**src/rtl/core/cbor_head_stream_parser_top_assert.svh**
```systemverilog
// ----------------------------------------------------------------------------
// CBOR head stream parser assertion macros
// Shorthand for the clocked, reset-qualified checks in the parser RTL.
// ----------------------------------------------------------------------------
`ifndef CBOR_HEAD_STREAM_PARSER_TOP_ASSERT_SVH
`define CBOR_HEAD_STREAM_PARSER_TOP_ASSERT_SVH

// Same-cycle implication, checked only while out of reset.
`define CHSP_ASSERT_IMPLY(label, clk, rst_n, ante, cons) \
  label: assert property (@(posedge clk) disable iff (!rst_n) (ante) |-> (cons)) \
    else $error("chsp same-cycle check failed");

// Next-cycle implication, checked only while out of reset.
`define CHSP_ASSERT_NEXT(label, clk, rst_n, ante, cons) \
  label: assert property (@(posedge clk) disable iff (!rst_n) (ante) |=> (cons)) \
    else $error("chsp next-cycle check failed");

`endif

```
**src/rtl/core/chsp_pkg.sv**
```systemverilog
// ----------------------------------------------------------------------------
// CBOR head stream parser package
// Types, codes and constants shared by the parser modules.
// ----------------------------------------------------------------------------
`timescale 1ns / 1ps

package chsp_pkg;

  // Parser phase, one-hot.
  typedef enum logic [3:0] {
    PH_HEAD = 4'b0001,
    PH_ARG  = 4'b0010,
    PH_PAY  = 4'b0100,
    PH_ERR  = 4'b1000
  } phase_t;

  // Event kinds reported with every item.
  localparam logic [2:0] EV_ARG  = 3'd0;
  localparam logic [2:0] EV_HEAD = 3'd1;
  localparam logic [2:0] EV_PAY  = 3'd2;
  localparam logic [2:0] EV_ERR  = 3'd3;
  localparam logic [2:0] EV_IGN  = 3'd4;

  // Error codes.
  localparam logic [1:0] ERR_NONE      = 2'd0;
  localparam logic [1:0] ERR_MAJOR     = 2'd1;
  localparam logic [1:0] ERR_RESERVED  = 2'd2;
  localparam logic [1:0] ERR_TRUNCATED = 2'd3;

  // Major types that carry a payload.
  localparam logic [2:0] MAJ_BYTES = 3'd2;
  localparam logic [2:0] MAJ_TEXT  = 3'd3;

  // Additional info decoding.
  localparam logic [7:0] INFO_MASK        = 8'h1F;
  localparam logic [4:0] INFO_ONE_BYTE    = 5'd24;
  localparam logic [4:0] INFO_TWO_BYTES   = 5'd25;
  localparam logic [4:0] INFO_FOUR_BYTES  = 5'd26;
  localparam logic [4:0] INFO_EIGHT_BYTES = 5'd27;

  typedef struct packed {
    logic [7:0] data_byte;
    logic [2:0] expected_major;
    logic       buffer_end;
  } in_item_t;

  typedef struct packed {
    logic [2:0]  event_kind;
    logic [2:0]  major_type;
    logic [63:0] head_value;
    logic [7:0]  payload_byte;
    logic        payload_last;
    logic [1:0]  error_code;
  } result_t;

  typedef struct packed {
    phase_t      phase;
    logic [3:0]  args_left;
    logic [63:0] acc;
    logic [2:0]  major;
    logic [63:0] pay_left;
  } state_t;

  localparam state_t STATE_CLEAR = '{
    phase:     PH_HEAD,
    args_left: 4'd0,
    acc:       64'd0,
    major:     3'd0,
    pay_left:  64'd0
  };

endpackage

```
**src/rtl/core/chsp_in_if.sv**
```systemverilog
// ----------------------------------------------------------------------------
// CBOR head stream parser input channel
// Valid/ready channel that carries one encoded byte per item.
// ----------------------------------------------------------------------------
`timescale 1ns / 1ps

interface chsp_in_if;
  logic       valid;
  logic       ready;
  logic [7:0] data_byte;
  logic [2:0] expected_major;
  logic       buffer_end;

  modport source (
    output valid, data_byte, expected_major, buffer_end,
    input  ready
  );

  modport sink (
    input  valid, data_byte, expected_major, buffer_end,
    output ready
  );
endinterface

```
**src/rtl/core/chsp_out_if.sv**
```systemverilog
// ----------------------------------------------------------------------------
// CBOR head stream parser result channel
// Valid/ready channel that carries one parse event per item.
// ----------------------------------------------------------------------------
`timescale 1ns / 1ps

interface chsp_out_if;
  logic        valid;
  logic        ready;
  logic [2:0]  event_kind;
  logic [2:0]  major_type;
  logic [63:0] head_value;
  logic [7:0]  payload_byte;
  logic        payload_last;
  logic [1:0]  error_code;

  modport source (
    output valid, event_kind, major_type, head_value, payload_byte,
           payload_last, error_code,
    input  ready
  );

  modport sink (
    input  valid, event_kind, major_type, head_value, payload_byte,
           payload_last, error_code,
    output ready
  );
endinterface

```
**src/rtl/core/chsp_step.sv**
```systemverilog
// ----------------------------------------------------------------------------
// CBOR head stream parser step logic
// Combinational decode of one byte against the parser state: gives the
// event for the byte and the parser state after it.
// ----------------------------------------------------------------------------
`timescale 1ns / 1ps

module chsp_step (
  input  chsp_pkg::state_t   state_i,
  input  chsp_pkg::in_item_t item_i,
  output chsp_pkg::state_t   state_o,
  output chsp_pkg::result_t  res_o
);
  import chsp_pkg::*;

  logic [4:0]  info;
  logic [63:0] acc_shift;
  logic [3:0]  args_dec;
  logic [63:0] pay_dec;
  logic        pay_last;
  logic        is_string;

  assign info      = 5'(item_i.data_byte & INFO_MASK);
  assign acc_shift = {state_i.acc[55:0], item_i.data_byte};
  assign args_dec  = (state_i.args_left != 4'd0) ? state_i.args_left - 4'd1 : 4'd0;
  assign pay_dec   = (state_i.pay_left != 64'd0) ? state_i.pay_left - 64'd1 : 64'd0;
  assign pay_last  = (pay_dec == 64'd0);

  always_comb begin
    logic        fin;
    logic [63:0] fin_v;
    logic        err_now;
    logic [1:0]  err_code;
    logic [2:0]  maj_cur;

    fin      = 1'b0;
    fin_v    = 64'd0;
    err_now  = 1'b0;
    err_code = ERR_NONE;
    maj_cur  = state_i.major;
    state_o  = state_i;
    res_o    = '0;

    // Per-phase handling of the byte.
    case (state_i.phase)
      PH_HEAD: begin
        maj_cur       = item_i.data_byte[7:5];
        state_o.major = maj_cur;
        if (maj_cur != item_i.expected_major) begin
          err_now  = 1'b1;
          err_code = ERR_MAJOR;
        end else if (info < INFO_ONE_BYTE) begin
          fin   = 1'b1;
          fin_v = {59'd0, info};
        end else if (info inside {[INFO_ONE_BYTE:INFO_EIGHT_BYTES]}) begin
          if (item_i.buffer_end) begin
            err_now  = 1'b1;
            err_code = ERR_TRUNCATED;
          end else begin
            case (info)
              INFO_ONE_BYTE:   state_o.args_left = 4'd1;
              INFO_TWO_BYTES:  state_o.args_left = 4'd2;
              INFO_FOUR_BYTES: state_o.args_left = 4'd4;
              default:         state_o.args_left = 4'd8;
            endcase
            state_o.acc      = 64'd0;
            state_o.phase    = PH_ARG;
            res_o.event_kind = EV_ARG;
          end
        end else begin
          err_now  = 1'b1;
          err_code = ERR_RESERVED;
        end
      end
      PH_ARG: begin
        state_o.acc       = acc_shift;
        state_o.args_left = args_dec;
        if (args_dec == 4'd0) begin
          fin   = 1'b1;
          fin_v = acc_shift;
        end else if (item_i.buffer_end) begin
          err_now  = 1'b1;
          err_code = ERR_TRUNCATED;
        end else begin
          res_o.event_kind = EV_ARG;
          res_o.head_value = acc_shift;
        end
      end
      PH_PAY: begin
        state_o.pay_left = pay_dec;
        if (!pay_last && item_i.buffer_end) begin
          err_now  = 1'b1;
          err_code = ERR_TRUNCATED;
        end else begin
          if (pay_last) begin
            state_o.phase = PH_HEAD;
          end
          res_o.event_kind   = EV_PAY;
          res_o.head_value   = pay_dec;
          res_o.payload_byte = item_i.data_byte;
          res_o.payload_last = pay_last;
        end
      end
      default: begin
        // Sticky error: ignore bytes until the buffer ends.
        res_o.event_kind = EV_IGN;
        if (item_i.buffer_end) begin
          state_o = STATE_CLEAR;
        end
      end
    endcase

    // A finished head opens a string payload, awaits a head, or errors.
    is_string = (maj_cur == MAJ_BYTES) || (maj_cur == MAJ_TEXT);
    if (fin) begin
      if (is_string && fin_v != 64'd0 && item_i.buffer_end) begin
        err_now  = 1'b1;
        err_code = ERR_TRUNCATED;
      end else begin
        if (is_string && fin_v != 64'd0) begin
          state_o.phase    = PH_PAY;
          state_o.pay_left = fin_v;
        end else begin
          state_o.phase = PH_HEAD;
        end
        state_o.args_left = 4'd0;
        state_o.acc       = fin_v;
        res_o.event_kind  = EV_HEAD;
        res_o.head_value  = fin_v;
      end
    end

    // Error reporting: rearm at buffer end, otherwise go sticky.
    if (err_now) begin
      res_o            = '0;
      res_o.event_kind = EV_ERR;
      res_o.error_code = err_code;
      if (item_i.buffer_end) begin
        state_o = STATE_CLEAR;
      end else begin
        state_o.phase = PH_ERR;
      end
    end

    res_o.major_type = maj_cur;
  end

endmodule

```
**src/rtl/core/cbor_head_stream_parser_top.sv**
```systemverilog
// ----------------------------------------------------------------------------
// CBOR head stream parser
// Parses a CBOR byte stream one byte per item and reports one event per byte.
//
//   Channel  Dir  Handshake     Item contents
//   in_ch    in   valid/ready   data_byte, expected_major, buffer_end
//   out_ch   out  valid/ready   event_kind, major_type, head_value,
//                               payload_byte, payload_last, error_code
//
// One item per clock sustained while out_ch takes results; items pass the input
// register, then the result register. The parser state advances once per item
// in a single pass of the step logic, which sets the rate. Reset is synchronous
// and needs no clearing pass. While out_ch stalls, the result is held and the
// input register still takes one more item before in_ch.ready drops.
// ----------------------------------------------------------------------------
`timescale 1ns / 1ps
`include "cbor_head_stream_parser_top_assert.svh"

module cbor_head_stream_parser_top (
  input  logic       clk,
  input  logic       rst_n,
  chsp_in_if.sink    in_ch,
  chsp_out_if.source out_ch
);
  import chsp_pkg::*;

  logic     s1_valid_r;
  in_item_t s1_item_r;
  logic     s1_adv;
  logic     out_valid_r;
  result_t  out_res_r;
  result_t  step_res;
  state_t   state_r;
  state_t   state_nxt;

  // The input stage moves on when the result register is free or drains.
  assign s1_adv      = s1_valid_r && (!out_valid_r || out_ch.ready);
  assign in_ch.ready = !s1_valid_r || s1_adv;

  // Input register.
  always_ff @(posedge clk) begin
    if (!rst_n) begin
      s1_valid_r <= 1'b0;
    end else if (in_ch.valid && in_ch.ready) begin
      s1_valid_r <= 1'b1;
    end else if (s1_adv) begin
      s1_valid_r <= 1'b0;
    end
  end

  always_ff @(posedge clk) begin
    if (in_ch.valid && in_ch.ready) begin
      s1_item_r.data_byte      <= in_ch.data_byte;
      s1_item_r.expected_major <= in_ch.expected_major;
      s1_item_r.buffer_end     <= in_ch.buffer_end;
    end
  end

  // Byte decode against the current parser state.
  chsp_step u_step (
    .state_i (state_r),
    .item_i  (s1_item_r),
    .state_o (state_nxt),
    .res_o   (step_res)
  );

  // Parser state advances once per item.
  always_ff @(posedge clk) begin
    if (!rst_n) begin
      state_r <= STATE_CLEAR;
    end else if (s1_adv) begin
      state_r <= state_nxt;
    end
  end

  // Result register.
  always_ff @(posedge clk) begin
    if (!rst_n) begin
      out_valid_r <= 1'b0;
    end else if (s1_adv) begin
      out_valid_r <= 1'b1;
    end else if (out_ch.ready) begin
      out_valid_r <= 1'b0;
    end
  end

  always_ff @(posedge clk) begin
    if (s1_adv) begin
      out_res_r <= step_res;
    end
  end

  assign out_ch.valid        = out_valid_r;
  assign out_ch.event_kind   = out_res_r.event_kind;
  assign out_ch.major_type   = out_res_r.major_type;
  assign out_ch.head_value   = out_res_r.head_value;
  assign out_ch.payload_byte = out_res_r.payload_byte;
  assign out_ch.payload_last = out_res_r.payload_last;
  assign out_ch.error_code   = out_res_r.error_code;

  // Checks on the parser bookkeeping.
  `CHSP_ASSERT_IMPLY(a_code_only_on_error, clk, rst_n, out_valid_r && out_res_r.event_kind != EV_ERR, out_res_r.error_code == ERR_NONE)
  `CHSP_ASSERT_IMPLY(a_arg_bytes_owed, clk, rst_n, state_r.phase == PH_ARG, state_r.args_left != 4'd0)
  `CHSP_ASSERT_IMPLY(a_payload_owed, clk, rst_n, state_r.phase == PH_PAY, state_r.pay_left != 64'd0)
  `CHSP_ASSERT_IMPLY(a_ready_when_empty, clk, rst_n, !out_valid_r, in_ch.ready)

endmodule

```
**src/flat_wrapper.sv**
```systemverilog
// flat-port wrapper written by rule: the top's interface ports become plain ports
module cbor_head_stream_parser_top_flat import chsp_pkg::*;
  (clk, rst_n, in_ch_valid, in_ch_data_byte, in_ch_expected_major, in_ch_buffer_end, in_ch_ready, out_ch_valid, out_ch_event_kind, out_ch_major_type, out_ch_head_value, out_ch_payload_byte, out_ch_payload_last, out_ch_error_code, out_ch_ready);
  chsp_in_if in_ch_i ();
  chsp_out_if out_ch_i ();
  input  logic clk;
  input  logic rst_n;
  input wire logic [$bits(in_ch_i.valid)-1:0] in_ch_valid;
  input wire logic [$bits(in_ch_i.data_byte)-1:0] in_ch_data_byte;
  input wire logic [$bits(in_ch_i.expected_major)-1:0] in_ch_expected_major;
  input wire logic [$bits(in_ch_i.buffer_end)-1:0] in_ch_buffer_end;
  output wire logic [$bits(in_ch_i.ready)-1:0] in_ch_ready;
  output wire logic [$bits(out_ch_i.valid)-1:0] out_ch_valid;
  output wire logic [$bits(out_ch_i.event_kind)-1:0] out_ch_event_kind;
  output wire logic [$bits(out_ch_i.major_type)-1:0] out_ch_major_type;
  output wire logic [$bits(out_ch_i.head_value)-1:0] out_ch_head_value;
  output wire logic [$bits(out_ch_i.payload_byte)-1:0] out_ch_payload_byte;
  output wire logic [$bits(out_ch_i.payload_last)-1:0] out_ch_payload_last;
  output wire logic [$bits(out_ch_i.error_code)-1:0] out_ch_error_code;
  input wire logic [$bits(out_ch_i.ready)-1:0] out_ch_ready;
  assign in_ch_i.valid = in_ch_valid;
  assign in_ch_i.data_byte = in_ch_data_byte;
  assign in_ch_i.expected_major = in_ch_expected_major;
  assign in_ch_i.buffer_end = in_ch_buffer_end;
  assign in_ch_ready = in_ch_i.ready;
  assign out_ch_valid = out_ch_i.valid;
  assign out_ch_event_kind = out_ch_i.event_kind;
  assign out_ch_major_type = out_ch_i.major_type;
  assign out_ch_head_value = out_ch_i.head_value;
  assign out_ch_payload_byte = out_ch_i.payload_byte;
  assign out_ch_payload_last = out_ch_i.payload_last;
  assign out_ch_error_code = out_ch_i.error_code;
  assign out_ch_i.ready = out_ch_ready;
  cbor_head_stream_parser_top u_core (.clk(clk), .rst_n(rst_n), .in_ch(in_ch_i), .out_ch(out_ch_i));
endmodule
```
**config.mk**
```make
export PLATFORM = sky130hd
export DESIGN_NAME = cbor_head_stream_parser_top_flat
export DESIGN_NICKNAME = d
export VERILOG_FILES = /design/src/rtl/core/chsp_pkg.sv /design/src/rtl/core/chsp_in_if.sv /design/src/rtl/core/chsp_out_if.sv /design/src/rtl/core/chsp_step.sv /design/src/rtl/core/cbor_head_stream_parser_top.sv /design/src/flat_wrapper.sv
export VERILOG_INCLUDE_DIRS = /design/src /design/src/rtl/core
export SDC_FILE = /design/constraint.sdc
export NUM_CORES = 1
export LEC_CHECK = 0
export ABC_AREA = 1
export BUFFER_PORTS_ARGS = -buffer_cell sky130_fd_sc_hd__buf_2
export CAP_MARGIN = 10
export CORE_MARGIN = 8
export CORE_UTILIZATION = 25
export CTS_CLUSTER_SIZE = 16
export DETAILED_ROUTE_END_ITERATION = 10
export GPL_ROUTABILITY_DRIVEN = 0
export PLACE_DENSITY = 0.39
export SYNTH_ARGS = -nofsm -noshare
export SYNTH_HDL_FRONTEND = slang
export SYNTH_SLANG_ARGS = --single-unit
```
**constraint.sdc**
```tcl
create_clock -name clk -period 5 [get_ports clk]
set_clock_uncertainty 0.1 [all_clocks]
set_input_delay 0.5 -clock clk [delete_from_list [all_inputs] [get_ports clk]]
set_output_delay 0.5 -clock clk [all_outputs]
set_load 0.005 [all_outputs]
```
### After elaboration in Yosys (flattened, before gate mapping)

Cells that the tools add are included.

| cells by class | value |
|---|---|
| $add $sub $neg | 2 |
| order comparisons | 3 |
| eq/ne operators | 9 |
| muxes and demuxes | 64 |
| bitwise operators | 1 |
| reductions and logical operators | 22 |

Operators with widths:

| operator | count |
|---|---|
| $mux W64 | 9 |
| $mux W72 | 6 |
| $pmux W64 S2 | 3 |
| $mux W139 | 2 |
| $pmux W68 S3 | 1 |
| $mux W135 | 1 |
| $reduce_bool A64 Y1 | 2 |
| $mux W73 | 1 |
| $logic_not A64 Y1 | 1 |
| $sub A64 B1 Y64 const B | 1 |
| $pmux W4 S3 | 2 |
| $mux W2 | 9 |
| $mux W4 | 4 |
| $eq A5 B5 Y1 const B | 3 |
| $mux W1 | 15 |
| $mux W3 | 4 |
| $pmux W3 S2 | 2 |
| $mux W5 | 2 |
| $eq A3 B2 Y1 const B | 2 |
| $logic_and A1 B1 Y1 | 6 |
| $pmux W2 S3 | 1 |
| $ge A5 B5 Y1 const B | 1 |
| $le A5 B5 Y1 const B | 1 |
| $lt A5 B5 Y1 const B | 1 |
| other kinds (15) | 21 |

| word-level totals | value |
|---|---|
| flip-flop bits (word level) | 234 |
| input bits | 16 |
| output and inout bits | 83 |
| word-level logic and storage cells | 117 |

### Logic depth before layout (Yosys ltp)

Gate-level depths: netlist (run 1).

| logic depth | value |
|---|---|
| word-level depth | 12 |
| gate-level depth with buffers | 25 |
| depth with buffers taken out | 24 |

### Modules after synthesis

A second synthesis (run 1) with hierarchy kept.

| second synthesis, totals | value |
|---|---|
| cell total of the unflattened synthesis | 3,124 |
| area, all modules | 19,029.5 µm² |

By module, submodules not included:

| module | times used | cells an instance | area an instance (µm²) | sequential area each (µm²) |
|---|---|---|---|---|
| chsp_step | 1 | 2,109 | 10,017.1 | 0.0 |
| cbor_head_stream_parser_top | 1 | 1,015 | 9,012.4 | 5,615.4 |

### Worst setup path before layout (run 1)

Ideal clock, no wire load.

| timing path | value |
|---|---|
| kind | input-to-reg |
| from | in out_ch_ready |
| to | reg u_core.out_res_r (netlist bit u_core.out_ch.error_code[0]), enable pin |
| library setup time | 0.477 ns |
| data arrival time | 3.442 ns |
| required time | 4.423 ns |
| path slack | 0.981 ns |
| stages | 6 |
| buffers on the path | 2 |
| cell sequence | inv_1 > nand2_1 > nand2_1 > clkinv_1 > clkbuf_1 > clkbuf_1 |

| on the way | value |
|---|---|
| longest elaborated chain between the ends | 2 |

RTL lines:

| element | RTL line | source |
|---|---|---|
| start, declared | flat_wrapper.sv:20 | `input wire logic [$bits(out_ch_i.ready)-1:0] out_ch_ready;` |
| $logic_or A1 B1 Y1 | cbor_head_stream_parser_top.sv:37 | `assign s1_adv = s1_valid_r && (!out_valid_r \|\| out_ch.ready);` |
| $logic_and A1 B1 Y1 | cbor_head_stream_parser_top.sv:37 |  |
| named net u_core.s1_adv | cbor_head_stream_parser_top.sv:29 | `logic s1_adv;` |
| end signal, assigned | cbor_head_stream_parser_top.sv:89 | `out_res_r <= step_res;` |
| end, declared | cbor_head_stream_parser_top.sv:31 | `result_t out_res_r;` |

The timed path passes the listed nets, and every way through them passes these cells.
A chain may end at the register's enable or synchronous reset.

### Final worst setup path (run 1)

| timing path | value |
|---|---|
| from | reg u_core.state_r[49] (netlist bit) |
| to | reg u_core.out_res_r (netlist bit u_core.out_ch.head_value[38]), data pin |

| on the way | value |
|---|---|
| longest elaborated chain between the ends | 9 |
| elaborated cells between the ends (all ways) | 14 |
| those cells by class | add/sub (1); mux (9); reduce/logical (4) |

RTL lines:

| element | RTL line | source |
|---|---|---|
| start, declared | cbor_head_stream_parser_top.sv:33 | `state_t state_r;` |
| start signal, assigned | cbor_head_stream_parser_top.sv:72 | `state_r <= state_nxt;` |
| $sub A64 B1 Y64 or $reduce_bool A64 Y1 (tied branches) | chsp_step.sv:26 | `assign pay_dec = (state_i.pay_left != 64'd0) ? state_i.pay_left - 64'd1 : 64'd0;` |
| $mux W64 * | chsp_step.sv:26 |  |
| $logic_not A64 Y1 | chsp_step.sv:27 | `assign pay_last = (pay_dec == 64'd0);` |
| $logic_not A1 Y1 | chsp_step.sv:91 | `if (!pay_last && item_i.buffer_end) begin` |
| $logic_and A1 B1 Y1 | chsp_step.sv:91 |  |
| $mux W1 or $mux W73 (tied branches) | chsp_step.sv:91 |  |
| $pmux W1 S3 or $pmux W64 S2 (tied branches) | chsp_step.sv:45 | `case (state_i.phase)` |
| $mux W1 or $mux W64 (tied branches) | chsp_step.sv:116 | `if (is_string && fin_v != 64'd0 && item_i.buffer_end) begin` |
| $mux W1 or $mux W64 (tied branches) | chsp_step.sv:115 | `if (fin) begin` |

Mark *: on every way between the ends. The rest lies on a longest branch, timed or not.

==> metrics, run 1 <==
M1 GR Usage=0.296; row count=just over 90; Fmax=roughly 0.21 GHz; H-tree levels=1; Async SR Flop Fraction=0; drt pass-1 iters=6; Critical Path AT=approximately 5 ns; Worst Path Buf+Inv=1; Sink Count=226; status=completed; share of layout cells above drive strength 1=0.0872; CP Cell Sequence=nor2_1 -> nand2_1 -> nor2_1 -> nand2_1 -> nor2_1 -> nand2_2 -> o21ai_1 -> nand3_1 -> nor2_1 -> nand3_1 -> nor2_1 -> nand3_2 -> nand2_1 -> inv_2 -> o221ai_1; core area=roughly 63000 um2; root buf cell=clkbuf_16; setup repair bufs after CTS=0; total number of vias=18200; Worst slew margin=0.287; Reg clk slew, reported paths=~0.060 ns; Initial Util=0.253; Synth Area in Compound Gates=0.217; min-delay worst type=input pin to flop; drt drc=0; Pleak=6.94 nW; Seq cells post-synth=~230; power density over the cells=302 nW/um2; final wirelength=between 80000 and 90000 um; hold path cells=3; Distinct cells, synth=43; sequential area share after synthesis=0.342; CTS tree=done; slew of the pin with the lowest slew margin=between 1 and 1.5 ns; Worst path top cell family by delay=simple AND/OR/NAND/NOR gates; top-area cell type share of the netlist area=0.179; total global-route track usage=0.214; vias in the first global route=approximately 17000; initial antenna violation count=0; Place WS=0.133 ns; worst skew pair latency=just under 0.6 ns; Synth area leader=nand2_1; worst flop-to-flop path startpoint=u_core.state_r[49]$_SDFFE_PN0P_; GRT busiest layer=met2; Final Hold Fails=0; Synth Warn #=0; Reg2Reg Depth=15; Hold Path End=u_core.s1_valid_r$_SDFFE_PN0P_; total grt overflow=0; Critical Path End Type=flop; Worst Hold Launch=in_ch_valid; Clock Tree Buf Depth=3; Setup WS post-layout=roughly 0.27 ns; syn nets=approximately 2600; CP Class=flop to flop; antenna-violating nets left=0; grt met2 use=0.342; per-cell routed wire length=23.2 um; P&R area growth vs syn=15.0%; CP max FO=43; crit path from=u_core.state_r[49]$_SDFFE_PN0P_; DPL Wire Length=around 60000 um; DR vias/cell=5.25; TNS Setup=0 ns; Die ar.=slightly above 70000 um2; first-pass GRT wire length=between 100000 and 150000 um; cell-internal power=approximately 3.6 mW; Cell Area, Synth=between 15000 and 20000 um2; Register-to-Register Setup Slack=between 0.2 and 0.3 ns; P_sw=1.98 mW; Reg-to-Reg End=u_core.out_ch.head_value[38]$_SDFFCE_PP0P_; Slowest cell on crit path=o221ai_1; cell mode on critical path=nor2_1; mux cell area share after synthesis=0; Worst Path Required=about 5.2 ns; Top FF cell, synth=dfxtp_1; largest family of logic cells by synthesized area=simple AND/OR/NAND/NOR gates; min Tclk post-route=~4.7 ns; antenna cell count=0; drt first-iter violations=~2000; max incr delay on CP=about 0.56 ns; Ports=99; number of buffers created by CTS=29; synthesized instance count=approximately 2600; Clk pwr share=0.384; overall die height=between 200 and 300 um; maxcap violations=0; XOR/XNOR Fraction of Synth Area=0.00769; Horiz. Die Dim=about 270 um; met3 Resource Use GR=0.0205; startpoint class of the critical path=flop; NumNets Final=between 2000 and 3000; main area contributors after synthesis=nand2_1 18%, edfxtp_1 18%, dfxtp_1 17%; Adder-Cell Fraction of Synth Area=0.00157; simple-gate share of the synthesized area=0.341; Worst VDD drop=between 0.0002 and 0.00025 V; final setup violation count=0; Post-Syn Area per Cell=a little over 6 um2; part of the power in registers=0.378; Post-synth EDFFs=93; largest net degree at the start of global routing=around 140; RSZ-0062 raised after global routing=false; Comb pwr share=0.238; Final period util=0.946; switching share of power=0.358; Slew Limit Fails=0; IO buf count=98
worst reg2reg max path, cell delays in order, from the launching register on:
cell and delay (ns):
dfxtp_1 0.39, nor2_1 0.35, nand2_1 0.13, nor2_1 0.31
nand2_1 0.09, nor2_1 0.13, nand2_2 0.41, o21ai_1 0.38
nand3_1 0.11, nor2_1 0.14, nand3_1 0.16, nor2_1 0.37
nand3_2 0.25, nand2_1 0.16, inv_2 0.39, o221ai_1 0.57
routing by layer:
metal  vias up  wire, um
li1       8622         -
met1      8706     35800
met2       712     36100
met3       126      4880
met4         0      3450
met5         -         0
flip-flops by register name, indices dropped and copies added, names as in the netlist:
register and flops:
u_core.out_ch.payload_last 1, u_core.s1_item_r 12, u_core.out_ch.error_code 2, u_core.state_r 131, u_core.out_ch.event_kind 3, u_core.s1_valid_r 1, u_core.out_ch.major_type 3, u_core.out_ch.valid 1
u_core.out_ch.payload_byte 8, u_core.out_ch.head_value 64
per-stage QoR:
step                      hold WS [ns]  power (mW)  std cells  utilization  area [um2]
final                            0.110        5.54       3462        0.291       18300
after global routing             0.152        5.80       3462        0.291       18300
after CTS                       0.0683        5.59       3462        0.290       18300
after detailed placement         0.357        3.42       3396        0.273       17200
after global placement           0.353        3.43       3396        0.273       17200
after floorplan                  0.345        2.93       2560            -       15900
worst max-delay path by stage:
stage | to | slack (ns) | cells past startpoint
after floorplan | u_core.out_ch.error_code[0]$_SDFFCE_PN0P_ | 0.98 | 6
after global placement | u_core.out_ch.head_value[37]$_SDFFCE_PP0P_ | 0.02 | 15
after detailed placement | u_core.out_ch.head_value[37]$_SDFFCE_PP0P_ | 0.13 | 15
after CTS | u_core.out_ch.head_value[37]$_SDFFCE_PP0P_ | 0.06 | 15
after global routing | u_core.out_ch.head_value[38]$_SDFFCE_PP0P_ | 0.01 | 19
final | u_core.out_ch.head_value[38]$_SDFFCE_PP0P_ | 0.27 | 15
area by class of cell:
class	count	area, um2
clock buffers	34	754
fillers	7159	44800
inverters	211	800
multi-input cells	1971	9080
clock inverters	20	189
repair buffers	154	991
well taps	846	1060
flip-flops and latches	226	5460
layout by cell type, fill, tap and decap left out, types with 12 or more instances in the layout:
| cell type | count |
|---|---|
| a21oi_1 | 244 |
| buf_2 | 98 |
| buf_4 | 40 |
| clkbuf_16 | 29 |
| dfxtp_1 | 133 |
| dlygate4sd3_1 | 12 |
| edfxtp_1 | 93 |
| inv_1 | 201 |
| nand2_1 | 758 |
| nand3_1 | 147 |
| nand4_1 | 43 |
| nor2_1 | 330 |
| nor2_2 | 13 |
| o211ai_1 | 22 |
| o21ai_0 | 253 |
| o21ai_1 | 24 |
| o221ai_1 | 39 |
| o22ai_1 | 21 |
| xor2_1 | 12 |
kinds of logic after synthesis:
family / after synthesis
AO/OA/AOI/OAI: 628
XOR/XNOR: 14
adder cells (fa/ha/maj): 2
buffers and inverters: 363
flip-flops: 226
AND/OR/NAND/NOR: 1327
synth_stat cells (12+ instances only):
cell type,instances
dfxtp_1,133
nor2_1,332
nand3_1,147
inv_1,202
clkbuf_1,107
xor2_1,12
a21oi_1,244
o21ai_1,24
o211ai_1,22
buf_2,32
o21ai_0,253
nor2_2,15
nand2_1,760
o22ai_1,21
edfxtp_1,93
o221ai_1,39
nand4_1,43
power groups by stage:
stage / clock, mW / sequential [mW] / combinational (mW)
final: 2.13 / 2.10 / 1.32
after global routing: 2.26 / 2.10 / 1.44
after CTS: 2.19 / 2.09 / 1.30
after detailed placement: 0 / 2.13 / 1.29
after global placement: 0 / 2.13 / 1.29
after floorplan: 0 / 2.10 / 0.832
what timing repair did:
action                                  4_1_cts  5_1_grt
resized for setup                             0        4
hold endpoints to repair                     12        0
hold buffers                                 12        0
endpoints found under the setup margin        0        2
Power figures use the tool's default switching activity.
==> inputs of run 2 (changes only) <==
--- a/config.mk
+++ b/config.mk
@@ -10,11 +10,12 @@
 export BUFFER_PORTS_ARGS = -buffer_cell sky130_fd_sc_hd__buf_2
 export CAP_MARGIN = 10
 export CORE_MARGIN = 8
-export CORE_UTILIZATION = 25
+export CORE_UTILIZATION = 50
+export CTS_BUF_LIST = sky130_fd_sc_hd__clkbuf_4 sky130_fd_sc_hd__clkbuf_8
 export CTS_CLUSTER_SIZE = 16
 export DETAILED_ROUTE_END_ITERATION = 10
 export GPL_ROUTABILITY_DRIVEN = 0
-export PLACE_DENSITY = 0.39
+export PLACE_DENSITY = 0.67
 export SYNTH_ARGS = -nofsm -noshare
 export SYNTH_HDL_FRONTEND = slang
 export SYNTH_SLANG_ARGS = --single-unit
==> constraint.sdc (replaced) <==
create_clock -name clk -period 5 [get_ports clk]
set_clock_uncertainty 0.1 [all_clocks]
set_input_delay 0 -clock clk [delete_from_list [all_inputs] [get_ports clk]]
set_output_delay 0 -clock clk [all_outputs]
set_load 0.005 [all_outputs]
==> run 2 against run 1 <==
Effect of this change:
- worst setup slack gained 0.12 ns
- flip-flop and latch count unchanged
- non-clock buffer count fell by 5
- utilization is 27 points higher
- total power shrank 6.5%
- clock power shrank 14%
- via count is 4.6% higher
- combinational power decreased by 5%
- die area is 47% lower
- largest cell class unchanged
==> metrics, run 2 (same netlist as run 1, synthesis figures left out) <==
Slowest cell on crit path=nor2_1; CP max FO=68 (+58%); RSZ-0062 raised after global routing=false; drt first-iter violations=3072 (+56%); root buf cell=clkbuf_8; most frequent cells in the layout=758 x nand2_1, 330 x nor2_1, 253 x o21ai_0; Worst Path Buf+Inv=3 (+2); Util after Layout=0.559 (+0.269); P&R area growth vs syn=10.5%; maxcap violations=0 (unchanged); total number of vias=19000 (+4.6%); hold path cells=2 (-1); vias in the first global route=17400 (+2.8%); largest net degree at the start of global routing=86 (-36%); final setup violation count=0 (unchanged); min-delay worst type=input pin to flop; core area=31500 um2 (-50%); NumNets Final=2619 (+0.31%); Worst VDD drop=0.000246 V (+0.42%); worst skew pair latency=0.60 ns (about the same); Sink Count=226 (unchanged); Initial Util=0.506 (+0.254); DR vias/cell=6.26 (+19%); Critical Path AT=5.02 ns (+0.08 ns); Horiz. Die Dim=195 um (-28%); commonest non-fill, non-tap cell in the layout=nand2_1; Setup WS post-layout=0.394 ns (+0.123 ns); power density over the cells=294 nW/um2 (-2.7%); Worst slew margin=0.202 (-0.0850); Final period util=0.921 (-0.0247); CP Cell Sequence=inv_1 -> nor2_1 -> nand2_2 -> nor2_4 -> inv_2 -> nor2_1 -> nor3_1 -> nand4_1 -> nor2_1 -> nand3_1 -> nand2_1 -> nor2_4 -> buf_4 -> nand2_1 -> o21ai_0 -> nand2_1 -> a21oi_1; status=completed; final wirelength=67300 um (-16%); share of layout cells above drive strength 1=0.0911 (+0.00396); antenna-violating nets left=0 (unchanged); row count=65 (-29%); per-cell routed wire length=22.2 um (-4.4%); Ports=99 (unchanged); startpoint class of the critical path=flop; Fmax=0.217 GHz (+2.7%); max reg flops=131 (unchanged); Die ar.=37800 um2 (-47%); multi-input logic area=9060 um2 (-0.22%); antenna cell count=0 (unchanged); Slew Limit Fails=0 (unchanged); Reg clk slew, reported paths=0.06 ns (about the same); Worst path top cell family by delay=simple AND/OR/NAND/NOR gates; max incr delay on CP=0.76 ns (+0.20 ns); CTS tree=done; first-pass GRT wire length=102000 um (-12%); DPL Wire Length=46500 um (-21%); TNS Setup=0 ns (unchanged); Final Hold Fails=0 (unchanged); min Tclk post-route=4.61 ns (-0.123 ns); total global-route track usage=0.341 (+0.128); Design Area, Final=17600 um2 (-4.0%); Clock Tree Buf Depth=3 (unchanged); Pleak=6.89 nW (-0.69%); drt drc=0 (unchanged); placed inst area=16600 um2 (-3.7%); drt pass-1 iters=9 (+3); H-tree levels=2 (+1); Top reg by flops=u_core.state_r; Critical Path End Type=flop; IO buf count=98 (unchanged); initial antenna violation count=0 (unchanged); CP Depth=17 (+2); CP Class=flop to flop; total grt overflow=0 (unchanged); Worst Path Required=5.41 ns (+0.20 ns); Reg2Reg Depth=17 (+2); Filler cells=3172 (-56%); Place WS=0.762 ns (+0.629 ns); setup repair bufs after CTS=0 (unchanged); slew of the pin with the lowest slew margin=1.20 ns (+0.127 ns); overall die height=195 um (-28%); number of buffers created by CTS=42 (+45%); Register Area=5460 um2 (unchanged)
[run 2: through the flow]
step           hold WS, ns  std cells  power [mW]
6_report            0.0378       3036        5.18
5_1_grt             0.0515       3036        5.37
4_1_cts             0.0232       3036        5.12
3_5_place_dp        0.0781       2942        3.31
3_3_place_gp        0.0780       2942        3.30
2_1_floorplan     -0.00113       2560        2.93
[run 2: path summary, 6_finish.rpt]
kind                               startpoint  slack [ns]                              end
max          u_core.state_r[136]$_SDFFE_PN0P_        0.39  u_core.state_r[10]$_SDFFE_PN0P_
min                   in_ch_expected_major[2]        0.04    u_core.s1_item_r[3]$_DFFE_PP_
max reg2reg  u_core.state_r[136]$_SDFFE_PN0P_        0.39  u_core.state_r[10]$_SDFFE_PN0P_
min reg2reg   u_core.state_r[77]$_SDFFE_PN0P_        0.37  u_core.state_r[77]$_SDFFE_PN0P_
[run 2: where the power goes]
part           switching, mW  internal (mW)
combinational          0.920          0.328
clock                  0.874          0.963
sequential            0.0968           2.00
total                   1.89           3.29
[run 2: area by class of cell]
class,instances,area share
well taps,402,0.0286
flip-flops and latches,226,0.310
repair buffers,149,0.0549
multi-input cells,1971,0.515
inverters,211,0.0453
clock buffers,56,0.0395
clock inverters,21,0.00718
[run 2: metal layers]
| layer | share of wire | vias up | global-route usage |
|---|---|---|---|
| li1 | - | 8646 | - |
| met1 | 0.37 | 8555 | 0.430 |
| met2 | 0.42 | 1477 | 0.520 |
| met3 | 0.13 | 321 | 0.0798 |
| met4 | 0.076 | 0 | 0.221 |
| met5 | 0 | - | 0 |
[run 2: timing repair]
action                                 CTS  global route
hold buffers                            17             0
gates resized for setup                  0             0
endpoints found under the hold margin   17             0
